<file path="src/rtl/gpwml_pkg.sv">
// Shared types, constants and codes for the page walker.
// Depends on nothing; used by every module of the block.
`timescale 1ns / 1ps
`default_nettype none

package gpwml_pkg;

   localparam int TABLE_WORDS = 4096;
   localparam int TW_AW       = $clog2(TABLE_WORDS);
   localparam int MAX_DEPTH   = 3;
   localparam logic [1:0] DEPTH_CAP = (MAX_DEPTH > 3) ? 2'd3 : 2'(MAX_DEPTH);

   localparam int PAGE_SHIFT = 12;
   localparam int DIR_BITS   = 9;
   localparam int FRAG_LSB   = 59;
   localparam int FRAG_W     = 5;
   localparam int CSR_AW     = 6;

   localparam logic [63:0] ADDR_MASK = 64'h000F_FFFF_FFFF_F000;
   localparam logic [63:0] VALID_CLR = ~64'd1;

   typedef enum logic [2:0] {
      REG_VA_START   = 3'd0,
      REG_TABLE_BASE = 3'd1,
      REG_WALK_DEPTH = 3'd2,
      REG_BLOCK_SIZE = 3'd3,
      REG_FB_OFFSET  = 3'd4
   } reg_idx_type;

   typedef enum logic [1:0] {
      STAT_OK       = 2'd0,
      STAT_BASE_INV = 2'd1,
      STAT_DIR_INV  = 2'd2,
      STAT_PAGE_INV = 2'd3
   } status_type;

   typedef enum logic {
      REQ_WRITE = 1'b0,
      REQ_XLATE = 1'b1
   } req_kind_type;

   typedef enum logic [2:0] {
      WS_IDLE,
      WS_BASE,
      WS_READ,
      WS_EVAL,
      WS_FINAL
   } walk_state_type;

   typedef struct packed {
      logic [63:0] va_start;
      logic [63:0] table_base;
      logic [1:0]  walk_depth;
      logic [3:0]  block_size;
      logic [63:0] fb_offset;
   } cfg_type;

   typedef struct packed {
      logic [63:0] opa;
      logic [63:0] opb;
      logic        sub;
   } alu_req_type;

endpackage

`default_nettype wire

</file>
<file path="src/rtl/gpwml_csr.sv">
// Configuration registers of the page walker behind an APB-style port.
// Depends on gpwml_pkg for register indexes and the config struct.
`timescale 1ns / 1ps
`default_nettype none

module gpwml_csr
   import gpwml_pkg::*;
(
   input  logic              clock,
   input  logic              reset,
   input  logic              psel,
   input  logic              penable,
   input  logic              pwrite,
   input  logic [CSR_AW-1:0] paddr,
   input  logic [63:0]       pwdata,
   output logic [63:0]       prdata,
   output logic              pready,
   output cfg_type           cfg
);

   cfg_type     cfg_ff;
   cfg_type     cfg_in;
   reg_idx_type reg_idx;
   logic        wr_en;

   assign pready  = 1'b1;
   assign reg_idx = reg_idx_type'(paddr[CSR_AW-1:3]);
   assign wr_en   = psel && penable && pwrite && pready;
   assign cfg     = cfg_ff;

   always_comb begin
      cfg_in = cfg_ff;
      if (wr_en) begin
         unique case (reg_idx)
            REG_VA_START:   cfg_in.va_start   = pwdata;
            REG_TABLE_BASE: cfg_in.table_base = pwdata;
            REG_WALK_DEPTH: cfg_in.walk_depth = pwdata[1:0];
            REG_BLOCK_SIZE: cfg_in.block_size = pwdata[3:0];
            REG_FB_OFFSET:  cfg_in.fb_offset  = pwdata;
            default:        cfg_in = cfg_ff;
         endcase
      end
   end

   always_comb begin
      unique case (reg_idx)
         REG_VA_START:   prdata = cfg_ff.va_start;
         REG_TABLE_BASE: prdata = cfg_ff.table_base;
         REG_WALK_DEPTH: prdata = {62'd0, cfg_ff.walk_depth};
         REG_BLOCK_SIZE: prdata = {60'd0, cfg_ff.block_size};
         REG_FB_OFFSET:  prdata = cfg_ff.fb_offset;
         default:        prdata = '0;
      endcase
   end

   always_ff @(posedge clock) begin
      if (reset) begin
         cfg_ff <= '0;
      end else begin
         cfg_ff <= cfg_in;
      end
   end

endmodule

`default_nettype wire

</file>
<file path="config.mk">
export PLATFORM = sky130hd
export DESIGN_NAME = gpwml_csr
export DESIGN_NICKNAME = d
export VERILOG_FILES = /design/src/rtl/gpwml_pkg.sv /design/src/rtl/gpwml_csr.sv
export SDC_FILE = /design/constraint.sdc
export NUM_CORES = 1
export LEC_CHECK = 0
export ABC_AREA = 1
export BUFFER_PORTS_ARGS = -buffer_cell sky130_fd_sc_hd__buf_2
export CAP_MARGIN = 30
export CORE_MARGIN = 2
export CORE_UTILIZATION = 55
export CTS_BUF_LIST = sky130_fd_sc_hd__clkbuf_4
export DETAILED_ROUTE_END_ITERATION = 10
export GPL_ROUTABILITY_DRIVEN = 0
export MAX_ROUTING_LAYER = met4
export PLACE_DENSITY = 0.85
export SLEW_MARGIN = 20
export SYNTH_ARGS = -nofsm -noshare
export SYNTH_HDL_FRONTEND = slang
export SYNTH_SLANG_ARGS = --single-unit
</file>
<file path="constraint.sdc">
create_clock -name clock -period 2.82 [get_ports clock]
set_input_delay 0.141 -clock clock [delete_from_list [all_inputs] [get_ports clock]]
set_output_delay 0.141 -clock clock [all_outputs]
set_load 0.05 [all_outputs]
</file>
==> results of run 1 <==
layout make-up:
cell class	count	area share [%]
Clock inverter	13	1.44
Inverter	78	2.54
Clock buffer	19	1.20
Timing Repair Buffer	420	21.7
Multi-Input combinational cell	1084	37.4
Tap cell	220	2.31
Sequential cell	198	33.3
Antenna cell	1	0.0210
worst max-delay path, cell delays in order:
cell,delay (ps)
dlygate4sd3_1,530
buf_2,160
inv_2,150
nand2_1,110
nor2_4,470
buf_12,330
nand2_1,80
nand2_1,90
inv_1,50
nand2_1,60
buf_2,250
placed cells by master (no fill, tap or decap), types with 2 or more instances in the layout:
cell type / synthesis / final
nor2_1: 404 / 403
dfxtp_1: 198 / 198
inv_6: 0 / 4
nand2_1: 411 / 411
nand3_1: 259 / 259
nand4_1: 2 / 2
clkbuf_4: 0 / 19
bufinv_16: 0 / 3
inv_8: 0 / 2
inv_2: 5 / 3
clkinvlp_4: 0 / 5
nor2_4: 5 / 6
buf_4: 22 / 12
buf_12: 0 / 8
buf_2: 47 / 333
dlygate4sd3_1: 0 / 67
inv_1: 73 / 73
cell usage after synthesis:
cell,number
nor2_1,404
conb_1,1
inv_2,5
buf_6,6
dfxtp_1,198
buf_1,10
buf_2,47
nand2_1,411
nor2_4,5
nor2_2,1
nand3_2,1
inv_1,73
clkbuf_1,17
nand4_1,2
buf_4,22
nand3_1,259
cell families (layout without fill, tap and decap cells):
family	Yosys count	in the layout
AND/OR/NAND/NOR	1083	1083
buffers and inverters	180	530
other	1	2
flip-flops	198	198
routing by layer:
layer	part of all wire, %	vias up
met4	2.9	0
met3	9.3	69
li1	-	5185
met1	39	4723
met2	49	552
met5	0	-
metrics by stage:
step                cell area (um2)  std cells
floorplan                      9270       1462
global placement              10900       1933
detailed placement            10900       1933
CTS                           11900       2032
global route                  11900       2033
finish                        11900       2033
power by group through the flow:
stage | Clock, W | Combinational (W) | Sequential (W)
2_1_floorplan | 0 | 0.000333 | 0.00304
3_3_place_gp | 0 | 0.000611 | 0.00292
3_5_place_dp | 0 | 0.000617 | 0.00292
4_1_cts | 0.00165 | 0.000693 | 0.00287
5_1_grt | 0.00177 | 0.000758 | 0.00287
6_report | 0.00164 | 0.000703 | 0.00287
worst paths after layout:
path,start,to,slack (ps),depth (start not counted)
hold reg to reg,cfg[166],cfg[166],510,2
hold / removal,reset,cfg[189],20,4
setup reg to reg,cfg[124],cfg[124],2120,2
setup / recovery,paddr[5],prdata[3],220,11
==> results.yml, run 1 <==
placed_design:
  io_buffers: 333
  place_ws_ps: 813
  dpl.hpwl_mm: 18.1
logic_synthesis:
  synthAdderAreaFrac_pct: 0
  synth_compound_area_share_pct: 0
  ys_top_cells_by_area: "dfxtp_1 43%, nand2_1 17%, nor2_1 16%"
  synth_fp_nets: 1537
  syn_area_um2: 9270
  muxShareOfSynthArea_pct: 0
  yosys.area_share.simple_pct: 47.9
  yosys_warnings: 0
  synth_top_family_by_area: "simple AND/OR/NAND/NOR gates"
  synth_xor_area_share_pct: 0
  ys_ff_latch: 198
  synth_cell_types: 16
  synthCells: 1462
  yosysTopAreaCellShare_pct: 42.8
  seq_area_frac_synth_pct: 42.8
  synth.avg_cell_area_um2: 6.34
  synth_top_area_cell: "dfxtp_1"
clock_tree:
  cts-root-buf: "clkbuf_4"
  holdBufCountCts: 67
  cts_buffer_depth: 2
  clock-sinks: 198
  clkLatencyLatePin_ps: 570
  ctsResizeCount: 0
  cts_tree: "done"
  cts_buffers: 17
  post-cts-setup-buffer-count: 0
  clk_pin_slew_worst_paths_ps: 160
  htreeDepth: 4
cells_and_area:
  multi_input_area_um2: 4450
  drive_gt1_share_pct: 21.9
  seq_area_um2: 3960
  largest_register_ffs: 198
  num-nets-final: 1874
  nFillCells: 1367
  finish.utilization_pct: 72.0
  area_growth_pct: 28.3
power:
  p_switching_w: 0.00150
  comb_power_share_pct: 13.5
  vdd_ir_drop_max_uv: 334
  total_leakage_power_nw: 6.11
  p_clk_share_pct: 31.5
  internal_power_w: 0.00371
  power_density_nw_per_um2: 438
  power.share.sequential_pct: 55.0
  total_power_w: 0.00521
  power_switching_share_pct: 28.8
route:
  drcViolationCount: 0
  viasPerCell: 5.18
  route.vias.total: 10500
  drtIter0Drc: 754
  first_pass_iters: 6
  avgRoutedWirePerCell_um: 14.1
  antenna_left: 0
  finalWirelength_mm: 28.6
floorplan:
  io_pins: 338
  core_um2: 16500
  dieArea_um2: 17900
  fp-row-count: 47
  dieHeight_um: 134
  die_x_um: 134
  start_util_pct: 56.1
sta:
  hold_ws_ps: 16.4
  finalClockSkew_ps: 0
  fin_crit_sh_pct: 92.3
  slew_viol_final: 0
  finalSetupViolations: 0
  slew_headroom_pct: 58.5
  rsz0062_at_grt: "false"
  max_freq_mhz: 384
  tightest_slew_ps: 623
  fin_setup_tns_ps: 0
  worst_slack_ps: 216
  fin_crit_ps: 2600
  finalHoldViolCount: 0
global_routing:
  track_usage_pct: 31.7
  met2_usage_pct: 52.4
  met1_usage_pct: 37.8
  grt_overflow_total: 0
  grt_pass1_vias: 9229
  busiest_layer: "met2"
  grtUsageMet3_pct: 7.07
  grt_pass1_wl_mm: 45.0
  antenna_found_initial: 1
  grt_max_degree: 109
run:
  maxCapViolations: 0
critical_path:
  worstSetupStartpointType: "primary input"
  cp-end-kind: "primary output"
  worstPathArrival_ps: 2460
  cp_max_fo: 56
  crit_required_ps: 2680
  critPathKind: "primary input to primary output"
worst_hold_path:
  worstHoldPathType: "primary input to flip-flop"
run_status:
  status: "completed"
(Power assumes the default switching activity.)
==> run 2, diff against run 1 <==
--- a/config.mk
+++ b/config.mk
@@ -8,6 +8,7 @@
 export ABC_AREA = 1
 export BUFFER_PORTS_ARGS = -buffer_cell sky130_fd_sc_hd__buf_2
 export CAP_MARGIN = 30
+export CORE_ASPECT_RATIO = 0.75
 export CORE_MARGIN = 2
 export CORE_UTILIZATION = 55
 export CTS_BUF_LIST = sky130_fd_sc_hd__clkbuf_4
==> run 2 against run 1 <==
  * Utilization down 0.84 points
  * Combinational power about the same
  * Die area about the same
  * Cell count down 0.34%
  * Final area down 0.28%
  * Sequential power about the same
  * Non-clock buffer count down 2
  * Register-to-register slack better by 20 ps
  * Flip-flop and latch count unchanged
  * Via count up 0.33%
  * Sequential share of layout area up 0.095 points
  * Maximum frequency up 5.7%
  * Largest cell class unchanged
  * Largest power group unchanged
==> results.yml, run 2 (synthesized netlist as in run 1, its figures left out) <==
run_status:
  status: "completed"
critical_path:
  worstPathArrival_ps: 2320
  critPathSlowestCell: "dlygate4sd3_1"
  cp-end-kind: "primary output"
  crit_chain: "dlygate4sd3_1 -> buf_2 -> inv_2 -> nand2_1 -> nor2_4 -> buf_4 -> nand2_1 -> nand2_1 -> inv_1 -> nand2_1 -> buf_2"
  worstSetupStartpointType: "primary input"
  cp_max_fo: 52
  crit_required_ps: 2680
  crit_family: "buffers and inverters"
  cpMostUsedCell: "nand2_1"
  critical_path_buf_inv_count: 6
  critPathKind: "primary input to primary output"
  cp_slowest_stage_delay_ps: 540
sta:
  finalClockSkew_ps: 0
  fin_crit_sh_pct: 87.4
  finalHoldViolCount: 0
  finalSetupViolations: 0
  fin_setup_tns_ps: 0
  slew_viol_final: 0
  rsz0062_at_grt: "false"
  fin_crit_ps: 2460
  max_freq_mhz: 406
  tightest_slew_ps: 684
  slew_headroom_pct: 54.4
cells_and_area:
  design_area_um2: 11900
  largest_register_ffs: 198
  layout_commonest_cell: "nand2_1"
  area_growth_pct: 28.0
  num-nets-final: 1872
  multi_input_area_um2: 4450
  final_cell_mix: "411 x nand2_1, 403 x nor2_1, 333 x buf_2"
  drive_gt1_share_pct: 21.8
  seq_area_um2: 3960
  nFillCells: 1391
route:
  drtIter0Drc: 1126
  drcViolationCount: 0
  viasPerCell: 5.21
  antenna_left: 0
  first_pass_iters: 7
  avgRoutedWirePerCell_um: 14.1
  finalWirelength_mm: 28.7
  route.vias.total: 10600
power:
  total_leakage_power_nw: 6.10
  power_density_nw_per_um2: 437
  vdd_ir_drop_max_uv: 327
global_routing:
  grt_overflow_total: 0
  grt_pass1_vias: 9065
  grt_max_degree: 92
  grt_pass1_wl_mm: 44.6
  antenna_found_initial: 0
  track_usage_pct: 31.8
clock_tree:
  ctsResizeCount: 0
  htreeDepth: 4
  clock-sinks: 198
  post-cts-setup-buffer-count: 0
  cts_tree: "done"
  clkLatencyLatePin_ps: 590
  cts_buffers: 17
  cts-root-buf: "clkbuf_4"
  cts_buffer_depth: 2
  holdBufCountCts: 67
  clk_pin_slew_worst_paths_ps: 160
placed_design:
  placed_area_um2: 10900
  dpl.hpwl_mm: 18.1
  io_buffers: 333
floorplan:
  io_pins: 338
  dieArea_um2: 17900
  dieHeight_um: 116
  core_um2: 16700
  die_x_um: 154
  fp-row-count: 41
  start_util_pct: 55.6
worst_hold_path:
  worstHoldPathType: "primary input to flip-flop"
run:
  maxCapViolations: 0
==> run 2: report_power, final <==
part | internal, W | switching (W) | leakage [nW]
clock | 0.000565 | 0.00105 | 0.155
sequential | 0.00284 | 0.0000317 | 1.60
combinational | 0.000224 | 0.000476 | 4.35
==> run 2: path summary, 6_finish.rpt <==
| path | start | to | slack, ps | depth (start not counted) |
|---|---|---|---|---|
| worst max-delay path | paddr[5] | prdata[3] | 360 | 11 |
| worst min-delay path | reset | cfg[63] | 60 | 4 |
| worst max register to register | cfg[72] | cfg[72] | 2140 | 2 |
| worst min register to register | cfg[67] | cfg[67] | 500 | 2 |
==> run 2: area by class of cell <==
| cell class | instances | share of cell area (%) |
|---|---|---|
| sequential | 198 | 33.4 |
| clock inverter | 14 | 1.40 |
| timing repair buffer | 418 | 21.7 |
| antenna | 1 | 0.0211 |
| inverter | 78 | 2.55 |
| tap | 215 | 2.27 |
| clock buffer | 18 | 1.14 |
| multi-input combinational | 1084 | 37.5 |
==> run 2: stage by stage <==
stage / power, W / hold WS, ps / setup WS, ps / util, % / instances
after floorplan: 0.00338 / 364 / 1310 / - / 1462
after CTS: 0.00518 / 30.5 / 388 / 71.1 / 2025
after global placement: 0.00353 / 480 / 957 / 65.3 / 1926
final: 0.00518 / 55.6 / 356 / 71.2 / 2026
after detailed placement: 0.00354 / 488 / 958 / 65.3 / 1926
after global routing: 0.00537 / 36.6 / 232 / 71.1 / 2025
==> run 2: metal layers <==
metal  vias to the layer above  wire [um]  track usage [%]
met3                        71       2400             5.86
met4                         0        828             11.8
met1                      4782      11400             38.0
met2                       522      14100             54.4
li1                       5189          -                -
met5                         -          0                -
==> run 2: worst register-to-register path: stages (launching register included) <==
cell	delay [ps]
dfxtp_1	420
nor2_1	70
nor2_1	130
==> run 3, diff against run 2 <==
--- a/config.mk
+++ b/config.mk
@@ -8,7 +8,7 @@
 export ABC_AREA = 1
 export BUFFER_PORTS_ARGS = -buffer_cell sky130_fd_sc_hd__buf_2
 export CAP_MARGIN = 30
-export CORE_ASPECT_RATIO = 0.75
+export CORE_ASPECT_RATIO = 1.25
 export CORE_MARGIN = 2
 export CORE_UTILIZATION = 55
 export CTS_BUF_LIST = sky130_fd_sc_hd__clkbuf_4
==> run 3 against run 2 <==
  * Combinational power is 2% higher
  * Clock power rose by 3%
  * Largest cell class unchanged
  * Critical path type unchanged
  * Largest power group unchanged
  * Final area grew 0.96%
  * Die area is essentially flat
  * Utilization up 0.80 points
  * Maximum frequency is essentially flat
  * Cell count increased by 0.64%
  * Register-to-register slack lost 30 ps
==> results.yml, run 3 (synthesized netlist as in run 1, its figures left out) <==
sta:
  fin_crit_sh_pct: 87.4
  fin_setup_tns_ps: 0
  tightest_slew_ps: 625
  fin_crit_ps: 2470
  finalSetupViolations: 0
  slew_viol_final: 0
  finalHoldViolCount: 0
  worst_slack_ps: 354
  finalClockSkew_ps: 0
  max_freq_mhz: 406
  slew_headroom_pct: 58.4
  rsz0062_at_grt: "false"
global_routing:
  grt_max_degree: 99
  grt_pass1_wl_mm: 45.8
  antenna_found_initial: 1
  track_usage_pct: 32.4
  grt_overflow_total: 0
  grt_pass1_vias: 9468
power:
  power_density_nw_per_um2: 437
  vdd_ir_drop_max_uv: 293
  total_leakage_power_nw: 6.15
floorplan:
  start_util_pct: 55.7
  dieHeight_um: 149
  core_um2: 16600
  die_x_um: 120
  dieArea_um2: 17900
  fp-row-count: 53
  io_pins: 338
worst_hold_path:
  worstHoldPathType: "primary input to flip-flop"
  worstHoldStart: "penable"
critical_path:
  crit_required_ps: 2680
  r2r-start: "cfg[39]"
  worstPathArrival_ps: 2320
  cp-end-kind: "primary output"
  critPathLaunch: "paddr[5]"
  critPathKind: "primary input to primary output"
  worstSetupStartpointType: "primary input"
  cp_max_fo: 41
clock_tree:
  cts_tree: "done"
  cts-root-buf: "clkbuf_4"
  clkLatencyLatePin_ps: 580
  htreeDepth: 4
  cts_buffers: 17
  clk_pin_slew_worst_paths_ps: 150
  clock-sinks: 198
  cts_buffer_depth: 2
route:
  viasPerCell: 5.26
  avgRoutedWirePerCell_um: 14.5
  finalWirelength_mm: 29.5
  drtIter0Drc: 817
  first_pass_iters: 6
  route.vias.total: 10700
  antenna_left: 0
  drcViolationCount: 0
placed_design:
  placed_area_um2: 10900
  dpl.hpwl_mm: 18.7
  io_buffers: 333
  place_ws_ps: 942
cells_and_area:
  largest_register_ffs: 198
  area_growth_pct: 29.2
  num-nets-final: 1880
  finish.utilization_pct: 72.0
  drive_gt1_share_pct: 21.9
  design_area_um2: 12000
  layout_commonest_cell: "nand2_1"
  final_cell_mix: "411 x nand2_1, 403 x nor2_1, 333 x buf_2"
run:
  maxCapViolations: 0
run_status:
  status: "completed"
run 3: repair_timing:
action	in CTS	in global routing
hold buffers	72	0
endpoints found under the hold margin	198	0
resized for setup	0	0
setup buffers	0	0
run 3: area by class of cell:
type	instances	area [um2]
diodes	1	2.50
clock buffers	17	128
clock inverters	15	196
fillers	1375	4670
inverters	78	303
multi-input cells	1084	4450
flip-flops and latches	198	3960
well taps	220	275
repair buffers	426	2660
run 3: final timing paths:
kind | endpoint | slack (ps) | cells past startpoint
max | prdata[48] | 350 | 9
max reg2reg | cfg[39] | 2110 | 2
min reg2reg | cfg[22] | 510 | 2
min | cfg[71] | 130 | 5
run 3: where the power goes:
part	internal, W	switching [W]
sequential	0.00284	0.0000316
combinational	0.000231	0.000482
clock	0.000638	0.00102
total	0.00371	0.00153
run 3: per-layer routing:
layer / vias up / GRT usage, % / part of all wire, %
met1: 4891 / 36.0 / 38
met5: - / - / 0
li1: 5199 / - / -
met4: 0 / 17.4 / 4.5
met3: 109 / 5.73 / 7.2
met2: 518 / 55.4 / 50
run 3: per-stage QoR:
stage,instances,hold WS [ps],power [W]
4_1_cts,2038,85.6,0.00524
5_1_grt,2039,126,0.00543
3_3_place_gp,1934,480,0.00353
3_5_place_dp,1934,487,0.00354
6_report,2039,126,0.00524
2_1_floorplan,1462,364,0.00338
run 3: critical path, cell delays in order:
cell	delay [ps]
dlygate4sd3_1	530
buf_2	160
inv_2	160
nand2_1	110
nor2_4	380
buf_12	270
nand2_1	90
nand3_1	160
buf_2	290
